--- src/rtl/core/mbe_pkg.sv ---
// Package for the Mandelbrot escape-time block: fixed-point widths, constants,
// configuration register indexes, the multiplier request type and input saturation.
// No dependencies.
package mbe_pkg;

    localparam int FRAC_BITS  = 28;
    localparam int IN_W       = 31;
    localparam int Z_W        = 32;
    localparam int MUL_W      = 34;
    localparam int PROD_W     = 2 * MUL_W;
    localparam int ACC_W      = PROD_W - FRAC_BITS;
    localparam int CNT_W      = 16;
    localparam int CFG_IDX_W  = 2;
    localparam int CFG_DATA_W = 16;

    localparam logic signed [ACC_W-1:0] ONE_A =
        {{(ACC_W-FRAC_BITS-1){1'b0}}, 1'b1, {FRAC_BITS{1'b0}}};
    localparam logic signed [ACC_W-1:0] QUARTER_A   = ONE_A >>> 2;
    localparam logic signed [ACC_W-1:0] SIXTEENTH_A = ONE_A >>> 4;
    localparam logic signed [ACC_W-1:0] FOUR_A      = ONE_A <<< 2;
    localparam logic signed [IN_W-1:0]  TWO_IN      = IN_W'(ONE_A <<< 1);

    localparam logic [CFG_IDX_W-1:0] CFG_CARDIOID = 2'd0;
    localparam logic [CFG_IDX_W-1:0] CFG_BULB     = 2'd1;
    localparam logic [CFG_IDX_W-1:0] CFG_LIMIT    = 2'd2;

    localparam logic [CNT_W-1:0] LIMIT_RESET = 16'd1024;

    typedef struct packed {
        logic signed [MUL_W-1:0] a;
        logic signed [MUL_W-1:0] b;
    } mul_req_t;

    // Clamp an input coordinate to the range -2.0 .. +2.0.
    function automatic logic signed [Z_W-1:0] sat_in(input logic signed [IN_W-1:0] v);
        logic signed [IN_W-1:0] r;
        begin
            r = v;
            if (v > TWO_IN)
            begin
                r = TWO_IN;
            end
            else if (v < -TWO_IN)
            begin
                r = -TWO_IN;
            end
            return Z_W'(r);
        end
    endfunction

endpackage

--- src/rtl/core/mbe_mul.sv ---
// Shared signed multiplier with a registered full-width product.
// Depends on mbe_pkg.
module mbe_mul
    import mbe_pkg::*;
(
    input  logic                     clk,
    input  mul_req_t                 req,
    output logic signed [PROD_W-1:0] prod
);

    logic signed [PROD_W-1:0] prod_reg;
    logic signed [MUL_W-1:0]  op_a;
    logic signed [MUL_W-1:0]  op_b;

    assign op_a = req.a;
    assign op_b = req.b;

    always_ff @(posedge clk)
    begin
        prod_reg <= PROD_W'(op_a) * PROD_W'(op_b);
    end

    assign prod = prod_reg;

endmodule

--- src/rtl/core/mandelbrot_escape_time.sv ---
// Mandelbrot escape-time block. S_IDLE takes the item, S_C1..S_C5 run the cardioid test,
// S_B1..S_B3 the bulb test, then each iteration steps through S_RR, S_II, S_RI and S_UPD;
// S_DONE loads the result once the output register is free. One item is in work at a time;
// every iteration makes three passes through the single shared multiplier.
// Reset (asynchronous, active low) sets cardioid_check=1, bulb_check=1, iteration_limit=1024
// and empties the result register.
module mandelbrot_escape_time
    import mbe_pkg::*;
(
    input  logic                         clk,
    input  logic                         rst_n,
    input  logic                         cfg_write,
    input  logic [CFG_IDX_W-1:0]         cfg_index,
    input  logic [CFG_DATA_W-1:0]        cfg_data,
    input  logic                         in_valid,
    output logic                         in_ready,
    input  logic signed [IN_W-1:0]       c_real,
    input  logic signed [IN_W-1:0]       c_imag,
    output logic                         out_valid,
    input  logic                         out_ready,
    output logic [CNT_W-1:0]             iter_count
);

    typedef enum logic [3:0] {
        S_IDLE, S_C1, S_C2, S_C3, S_C4, S_C5, S_B1, S_B2, S_B3,
        S_RR, S_II, S_RI, S_UPD, S_DONE
    } state_t;

    state_t                   state_reg, state_next;
    logic                     card_en_reg, card_en_next;
    logic                     bulb_en_reg, bulb_en_next;
    logic [CNT_W-1:0]         limit_reg, limit_next;
    logic signed [Z_W-1:0]    cr_reg, cr_next;
    logic signed [Z_W-1:0]    ci_reg, ci_next;
    logic signed [Z_W-1:0]    zr_reg, zr_next;
    logic signed [Z_W-1:0]    zi_reg, zi_next;
    logic [CNT_W-1:0]         n_reg, n_next;
    logic signed [ACC_W-1:0]  a_reg, a_next;
    logic signed [ACC_W-1:0]  b_reg, b_next;
    logic signed [ACC_W-1:0]  qt_reg, qt_next;
    logic signed [ACC_W-1:0]  rhs_reg, rhs_next;
    logic [CNT_W-1:0]         res_reg, res_next;
    logic                     out_valid_reg, out_valid_next;
    logic [CNT_W-1:0]         out_count_reg, out_count_next;

    mul_req_t                 mreq;
    logic signed [PROD_W-1:0] prod;
    logic signed [ACC_W-1:0]  prod_q;
    logic signed [ACC_W-1:0]  prod_q2;
    logic signed [Z_W-1:0]    prod_ri;
    logic signed [ACC_W-1:0]  t_card;
    logic signed [ACC_W-1:0]  t_bulb;
    logic signed [ACC_W-1:0]  sum_q;

    mbe_mul u_mul (
        .clk  (clk),
        .req  (mreq),
        .prod (prod)
    );

    // Products truncated back to the fixed-point scale (floor, arithmetic shift).
    assign prod_q  = ACC_W'(prod >>> FRAC_BITS);
    assign prod_q2 = ACC_W'(prod >>> (FRAC_BITS + 2));
    assign prod_ri = Z_W'(prod >>> (FRAC_BITS - 1));

    assign t_card = ACC_W'(cr_reg) - QUARTER_A;
    assign t_bulb = ACC_W'(cr_reg) + ONE_A;
    assign sum_q  = a_reg + prod_q;

    always_comb
    begin
        mreq.a = MUL_W'(zr_reg);
        mreq.b = MUL_W'(zr_reg);
        case (state_reg)
            S_C1:
            begin
                mreq.a = MUL_W'(t_card);
                mreq.b = MUL_W'(t_card);
            end
            S_C2, S_B2:
            begin
                mreq.a = MUL_W'(ci_reg);
                mreq.b = MUL_W'(ci_reg);
            end
            S_C4:
            begin
                mreq.a = MUL_W'(b_reg);
                mreq.b = MUL_W'(qt_reg);
            end
            S_B1:
            begin
                mreq.a = MUL_W'(t_bulb);
                mreq.b = MUL_W'(t_bulb);
            end
            S_II:
            begin
                mreq.a = MUL_W'(zi_reg);
                mreq.b = MUL_W'(zi_reg);
            end
            S_RI:
            begin
                mreq.a = MUL_W'(zr_reg);
                mreq.b = MUL_W'(zi_reg);
            end
            default:
            begin
                mreq.a = MUL_W'(zr_reg);
                mreq.b = MUL_W'(zr_reg);
            end
        endcase
    end

    always_comb
    begin
        state_next     = state_reg;
        card_en_next   = card_en_reg;
        bulb_en_next   = bulb_en_reg;
        limit_next     = limit_reg;
        cr_next        = cr_reg;
        ci_next        = ci_reg;
        zr_next        = zr_reg;
        zi_next        = zi_reg;
        n_next         = n_reg;
        a_next         = a_reg;
        b_next         = b_reg;
        qt_next        = qt_reg;
        rhs_next       = rhs_reg;
        res_next       = res_reg;
        out_valid_next = out_valid_reg;
        out_count_next = out_count_reg;

        if (cfg_write)
        begin
            case (cfg_index)
                CFG_CARDIOID: card_en_next = cfg_data[0];
                CFG_BULB:     bulb_en_next = cfg_data[0];
                CFG_LIMIT:    limit_next   = cfg_data;
                default:      ;
            endcase
        end

        if (out_valid_reg && out_ready)
        begin
            out_valid_next = 1'b0;
        end

        case (state_reg)
            S_IDLE:
            begin
                if (in_valid)
                begin
                    cr_next = sat_in(c_real);
                    ci_next = sat_in(c_imag);
                    zr_next = '0;
                    zi_next = '0;
                    n_next  = '0;
                    if (card_en_reg)
                    begin
                        state_next = S_C1;
                    end
                    else if (bulb_en_reg)
                    begin
                        state_next = S_B1;
                    end
                    else
                    begin
                        state_next = S_RR;
                    end
                end
            end
            S_C1: state_next = S_C2;
            S_C2:
            begin
                a_next     = prod_q;
                state_next = S_C3;
            end
            S_C3:
            begin
                // q and q + t, with the y^2/4 bound taken from the same product.
                b_next     = sum_q;
                qt_next    = sum_q + t_card;
                rhs_next   = prod_q2;
                state_next = S_C4;
            end
            S_C4: state_next = S_C5;
            S_C5:
            begin
                if (prod_q < rhs_reg)
                begin
                    res_next   = limit_reg;
                    state_next = S_DONE;
                end
                else if (bulb_en_reg)
                begin
                    state_next = S_B1;
                end
                else
                begin
                    state_next = S_RR;
                end
            end
            S_B1: state_next = S_B2;
            S_B2:
            begin
                a_next     = prod_q;
                state_next = S_B3;
            end
            S_B3:
            begin
                if (sum_q < SIXTEENTH_A)
                begin
                    res_next   = limit_reg;
                    state_next = S_DONE;
                end
                else
                begin
                    state_next = S_RR;
                end
            end
            S_RR:
            begin
                if (n_reg == limit_reg)
                begin
                    res_next   = n_reg;
                    state_next = S_DONE;
                end
                else
                begin
                    state_next = S_II;
                end
            end
            S_II:
            begin
                a_next     = prod_q;
                state_next = S_RI;
            end
            S_RI:
            begin
                // The escape test sees zr^2 in a_reg and zi^2 straight off the multiplier.
                if (sum_q >= FOUR_A)
                begin
                    res_next   = n_reg;
                    state_next = S_DONE;
                end
                else
                begin
                    b_next     = prod_q;
                    state_next = S_UPD;
                end
            end
            S_UPD:
            begin
                zr_next    = Z_W'(a_reg - b_reg + ACC_W'(cr_reg));
                zi_next    = prod_ri + ci_reg;
                n_next     = n_reg + 1'b1;
                state_next = S_RR;
            end
            S_DONE:
            begin
                if (!out_valid_reg || out_ready)
                begin
                    out_valid_next = 1'b1;
                    out_count_next = res_reg;
                    state_next     = S_IDLE;
                end
            end
            default: state_next = S_IDLE;
        endcase
    end

    always_ff @(posedge clk or negedge rst_n)
    begin
        if (!rst_n)
        begin
            state_reg     <= S_IDLE;
            card_en_reg   <= 1'b1;
            bulb_en_reg   <= 1'b1;
            limit_reg     <= LIMIT_RESET;
            cr_reg        <= '0;
            ci_reg        <= '0;
            zr_reg        <= '0;
            zi_reg        <= '0;
            n_reg         <= '0;
            a_reg         <= '0;
            b_reg         <= '0;
            qt_reg        <= '0;
            rhs_reg       <= '0;
            res_reg       <= '0;
            out_valid_reg <= 1'b0;
            out_count_reg <= '0;
        end
        else
        begin
            state_reg     <= state_next;
            card_en_reg   <= card_en_next;
            bulb_en_reg   <= bulb_en_next;
            limit_reg     <= limit_next;
            cr_reg        <= cr_next;
            ci_reg        <= ci_next;
            zr_reg        <= zr_next;
            zi_reg        <= zi_next;
            n_reg         <= n_next;
            a_reg         <= a_next;
            b_reg         <= b_next;
            qt_reg        <= qt_next;
            rhs_reg       <= rhs_next;
            res_reg       <= res_next;
            out_valid_reg <= out_valid_next;
            out_count_reg <= out_count_next;
        end
    end

    assign in_ready   = (state_reg == S_IDLE);
    assign out_valid  = out_valid_reg;
    assign iter_count = out_count_reg;

endmodule

--- config.mk ---
export PLATFORM = sky130hd
export DESIGN_NAME = mandelbrot_escape_time
export DESIGN_NICKNAME = d
export VERILOG_FILES = /design/src/rtl/core/mbe_pkg.sv /design/src/rtl/core/mbe_mul.sv /design/src/rtl/core/mandelbrot_escape_time.sv
export SDC_FILE = /design/constraint.sdc
export NUM_CORES = 2
export LEC_CHECK = 0
export BUFFER_PORTS_ARGS = -buffer_cell sky130_fd_sc_hd__buf_2
export CORE_MARGIN = 2
export CORE_UTILIZATION = 55
export DETAILED_ROUTE_END_ITERATION = 12
export GPL_ROUTABILITY_DRIVEN = 0
export GPL_TIMING_DRIVEN = 0
export PLACE_DENSITY_LB_ADDON = 0.25
export RECOVER_POWER = 25
export SYNTH_ARGS = -nofsm -noshare
export SYNTH_HDL_FRONTEND = slang
export SYNTH_HIERARCHICAL = 1
export SYNTH_SLANG_ARGS = --single-unit
--- constraint.sdc ---
create_clock -name clk -period 10.15 [get_ports clk]
set_input_delay 1.5225 -clock clk [delete_from_list [all_inputs] [get_ports clk]]
set_output_delay 1.5225 -clock clk [all_outputs]
set_load 0.05 [all_outputs]
# ---- After elaboration in Yosys (flattened, before gate mapping)
# Index checks and enable logic that the tools add are counted.
dict set report totals {
  regBits 411
  wordCells 104
  in_bits 85
  output_inout_bits 18
}
dict set report classes {
  muxes 29
  eq_ne 23
  reduce_logical 19
  n_addsub 8
  order_cmp 7
  n_mul 1
}
# cell count
set ops {}
lappend ops {{one-hot mux 68 bit (6 select lines)} 1}
lappend ops {{one-hot mux 32 bit (2 select lines)} 2}
lappend ops {{2-to-1 mux 31 bit} 4}
lappend ops {{2-to-1 mux 16 bit} 5}
lappend ops {{multiplier 34 x 34 -> 68 bit} 1}
lappend ops {{one-hot mux 34 bit (2 select lines)} 1}
lappend ops {{adder 32 x 31 -> 32 bit} 2}
lappend ops {{one-hot mux 16 bit (4 select lines)} 1}
lappend ops {{greater-than comparator 31 bit (second input constant)} 2}
lappend ops {{less-than comparator 31 x 30 -> 1 bit (second input constant)} 2}
lappend ops {{one-hot mux 4 bit (14 select lines)} 1}
lappend ops {{adder 40 bit} 1}
lappend ops {{greater-or-equal comparator 40 x 32 -> 1 bit (second input constant)} 1}
lappend ops {{less-than comparator 40 x 26 -> 1 bit (second input constant)} 1}
lappend ops {{less-than comparator 40 x 38 -> 1 bit} 1}
lappend ops {{adder 34 x 32 -> 34 bit} 1}
lappend ops {{2-to-1 mux 34 bit} 1}
lappend ops {{adder 31 x 30 -> 32 bit (second input constant)} 1}
lappend ops {{2-to-1 mux 32 bit} 1}
lappend ops {{one-hot mux 16 bit (2 select lines)} 1}
lappend ops {{subtractor 31 x 28 -> 32 bit (second input constant)} 1}
lappend ops {{subtractor 32 bit} 1}
lappend ops {{== test 4 bit (second input constant)} 6}
lappend ops {{2-to-1 mux 4 bit} 5}
lappend ops {{21 further kinds} 43}

# ---- Depth between registers and ports, before layout
dict set report depth {
  ltp_word 4
  depth_mapped 39
  mapped_depth_nobuf 36
}

# ---- Hierarchy
# The synthesis kept the hierarchy.
# mod seq_area_each_um2 instances area_per_inst_um2 cells_each
set by_module_without_submodules {}
lappend by_module_without_submodules {mbe_mul 1361.3 1 42906.2 4551}
lappend by_module_without_submodules {mandelbrot_escape_time 8587.0 1 24207.0 2629}

# ---- Worst setup path after synthesis
# OpenSTA, ideal clock, no wires.
dict set report synth_path {
  path_type {register to register}
  startpoint {reg state_reg[0]}
  endpoint {reg u_mul.prod_reg[66] (netlist: u_mul/prod[66])}
  t_required_ps 10026
  arrival_time_ps 9246
  n_path_buf 5
  slack_ps 780
  synth_period_minus_slack_ps 9370
  path_stages_with_launch 36
  path_cell_list {dfrtp_1 clkbuf_1 clkbuf_1 nor3_1 inv_1 nand2_1 clkbuf_1 a22o_1 a221oi_1 nand2_1 clkbuf_1 nand2_1 inv_1 fa_1 inv_1 fa_1 inv_1 fa_1 fa_1 fa_1 fa_1 fa_1 inv_1 fa_1 inv_1 ha_1 clkbuf_1 and4_1 nor2b_1 o2111a_1 nor4_1 o41ai_1 nand3_1 o311ai_2 o41ai_2 xnor2_1}
}
# item line
set synth_lines {}
lappend synth_lines {{start: declaration} mandelbrot_escape_time.sv:29} ;# state_t state_reg, state_next;
lappend synth_lines {{start signal: assignment} mandelbrot_escape_time.sv:294} ;# state_reg <= state_next;
lappend synth_lines {{end signal: assignment} mbe_mul.sv:20} ;# prod_reg <= PROD_W'(op_a) * PROD_W'(op_b);
lappend synth_lines {{end: declaration} mbe_mul.sv:11} ;# logic signed [PROD_W-1:0] prod_reg;

==> reports/qor_table.md <==
| Item | Value | Unit |
| --- | --- | --- |
| Number of DRC markers after the initial detailed-route iteration | 6325 | - |
| Site Rows | 127 | - |
| Startpoint type of the worst setup path | flip-flop | - |
| Die span in x | 351 | um |
| WS Path Type | flip-flop to flip-flop | - |
| Total of buffers placed on input and output ports | 102 | - |
| Hold Crit Class | flip-flop to flip-flop | - |
| Netlist area before placement | 66200 | sq um |
| Peak fanout along the critical path | 10 | - |
| Total iterations of the first detailed-routing run | 7 | - |
| Routed WL | 240000 | um |
| Die H | 351 | um |
| Final-layout fill cell count | 10.1k | - |
| Number of hold violations in the final report | 0 | - |
| TritonCTS clock tree | built | - |
| Number of synthesis warnings | 6 | - |
| Data required time of the critical path | 10.58 | ns |
| Clock edge transition at the registers on the reported setup and hold paths | 0.06 | ns |
| Routed via count divided by cell count | 6.07 | - |
| Amount of wire on met3 after detailed routing | 32200 | um |
| Setup-violating endpoint count in the final report | 0 | - |
| Peak per-stage delay on the critical path | 0.61 | ns |
| Pin count of the biggest net entering global routing | 112 | - |
| Status | finished with violations | - |
| Number of nets at the end of the flow | 9055 | - |
| Final hold slack | 0.477 | ns |
| Final core utilization | 60.6 | % |
| Die outline area | 123000 | sq um |
| Met2 routed wirelength | 102000 | um |
| CTS HTree Levels | 2 | - |
| Measured slew at the worst slew-check pin | 5.16 | ns |
| Pins Over Slew Limit | 266 | - |
| Grt ovf | 0 | - |
| Footprint of the multi-input gates | 51000 | sq um |
| Global-route usage over all layers | 39.8 | % |
| Maximum clock insertion buffer count | 3 | - |
| Post-detailed-placement half-perimeter wirelength | 196000 | um |
| Routed vias | 54.5k | - |
| Kind of end point of the critical path | flip-flop | - |
| DRC | 0 | - |
| Cell repeated most along the worst path | fa_1 | - |
| Post-synthesis net count | 8843 | - |
| Top metal layer carrying routed signals | met5 | - |
| Violated checks | capacitance limit, slew limit | - |
| Gate Count Post-Synth | 7101 | - |
| Setup slack, reg-to-reg | 0.08 | ns |
| Starting density of the core | 55.3 | % |
| Top Family by Delay on Critical Path | adder cells | - |
| M1 wire length | 84000 | um |
| Layout Cells excl Fill | 8982 | - |
| Number of cells after detailed placement | 8820 | - |
| Number of global-route vias before repair | 55.9k | - |
| CTS Hold Buffers Added | 0 | - |
| Wire length per cell after detailed routing | 26.8 | um |
| Layout cell share with drive strength beyond 1 | 11.2 | % |
| Maximum clock skew at final layout | 0.0608 | ns |
| Relative slew margins | -244 | % |
| Arrival time at the worst endpoint | 10.50 | ns |
| Num Clock Sinks | 384 | - |
| Global-route wire length before repair | 357000 | um |
| Area taken by flip-flops and latches | 9410 | sq um |
| I/O pins | 103 | - |
| Max-cap check violation count | 3 | - |
| Number of flip-flops in the largest register | 41 | - |
| CORE AREA | 120000 | sq um |
| Antenna violation net count after detailed routing | 0 | - |
| Cell type of the slowest stage on the worst timing path | fa_1 | - |
| Clock network latency to the later pin of the worst-skew pair | 0.62 | ns |
| Post-synthesis to final-layout area growth | 9.46 | % |
| Post-layout minimum cycle time | 10.07 | ns |
| Fmax achieved | 99.3 | MHz |
| WP buf/inv | 6 | - |
| Root buf cell | clkbuf_16 | - |
| Initial antenna violation count | 24 | - |
| Number of buffers inserted during clock tree synthesis | 44 | - |
| Average instance area after synthesis | 9.33 | sq um |
| Final Cycle Share | 99.2 | % |
-- metal layers --
layer | vias to the layer above | track usage (%)
met5 | - | 0
met4 | 18 | 28.5
met3 | 1112 | 14.8
met2 | 3806 | 58.7
met1 | 27000 | 48.1
li1 | 22600 | -
-- path summary, 6_finish.rpt --
kind | from | endpoint | cells after the start
max in group asynchronous | rst_n | qt_reg[30] | 2
min reg2reg | rhs_reg[0] | rhs_reg[0] | 2
min | rhs_reg[0] | rhs_reg[0] | 2
min in group asynchronous | rst_n | limit_reg[9] | 1
max | state_reg[2] | u_mul/prod[54] | 29
max reg2reg | state_reg[2] | u_mul/prod[54] | 29
-- timing repair --
| item | CTS | global route |
|---|---|---|
| gates cloned | 0 | 0 |
| gates resized for setup | 383 | 214 |
| setup buffers | 42 | 32 |
| setup endpoints to repair | 41 | 33 |
| pin swaps | 22 | 36 |
-- layout make-up --
class                           count  share of cell area [%]
Sequential cell                   384                    13.0
Clock inverter                     27                   0.437
Tap cell                         1612                    2.78
Clock buffer                       54                    1.68
Inverter                         1435                    7.44
Antenna cell                       22                  0.0759
Timing Repair Buffer              181                    1.73
Multi-Input combinational cell   4932                    70.3
Buffer                            335                    2.54
-- worst register-to-register path, delay by kind of cell, from the launching register on --
family / cells / cell delay (ns)
AOI/OAI and AO/OA: 5 / 1.30
xor gates and xnor gates: 2 / 0.42
adders and majority gates: 9 / 4.43
buffers and inverters: 6 / 1.16
DFF: 1 / 0.47
and+or+nand+nor: 7 / 2.11
-- metrics by stage --
step | setup slack, ns | area [sq um] | TNS [ns]
3_5_place_dp | -2.44 | 68900 | -74.71
6_report | 0.0843 | 72500 | 0
3_3_place_gp | -2.40 | 68800 | -71.02
5_1_grt | -0.0757 | 72400 | -0.165
2_1_floorplan | 0.780 | 66200 | 0
4_1_cts | 0.00129 | 71700 | 0
-- cell usage in the layout, fill, tap and decap left out, drive strengths merged, types with 9 or more instances in the layout --
cell / n
o31ai: 12
a211oi: 26
diode: 22
a22o: 84
ha: 382
buf: 263
o21bai: 33
nor4: 25
dfxtp: 41
mux2: 111
or2: 10
inv: 1439
nor2b: 29
o211ai: 21
nand3: 97
a221oi: 57
nand2: 855
clkbuf: 306
a31oi: 30
nand4: 41
and3: 28
a21o: 106
o221a: 35
a21oi: 193
or3: 27
a22oi: 9
nor2: 134
nand2b: 52
and2: 629
xnor2: 116
fa: 1275
o21ai: 246
o21a: 23
dfrtp: 340
xor2: 82
nor3: 31
clkinv: 13
Power is left out: the tool's default activity adds up to more than one toggle a clock period on the data nets, which glitch-free logic cannot reach.
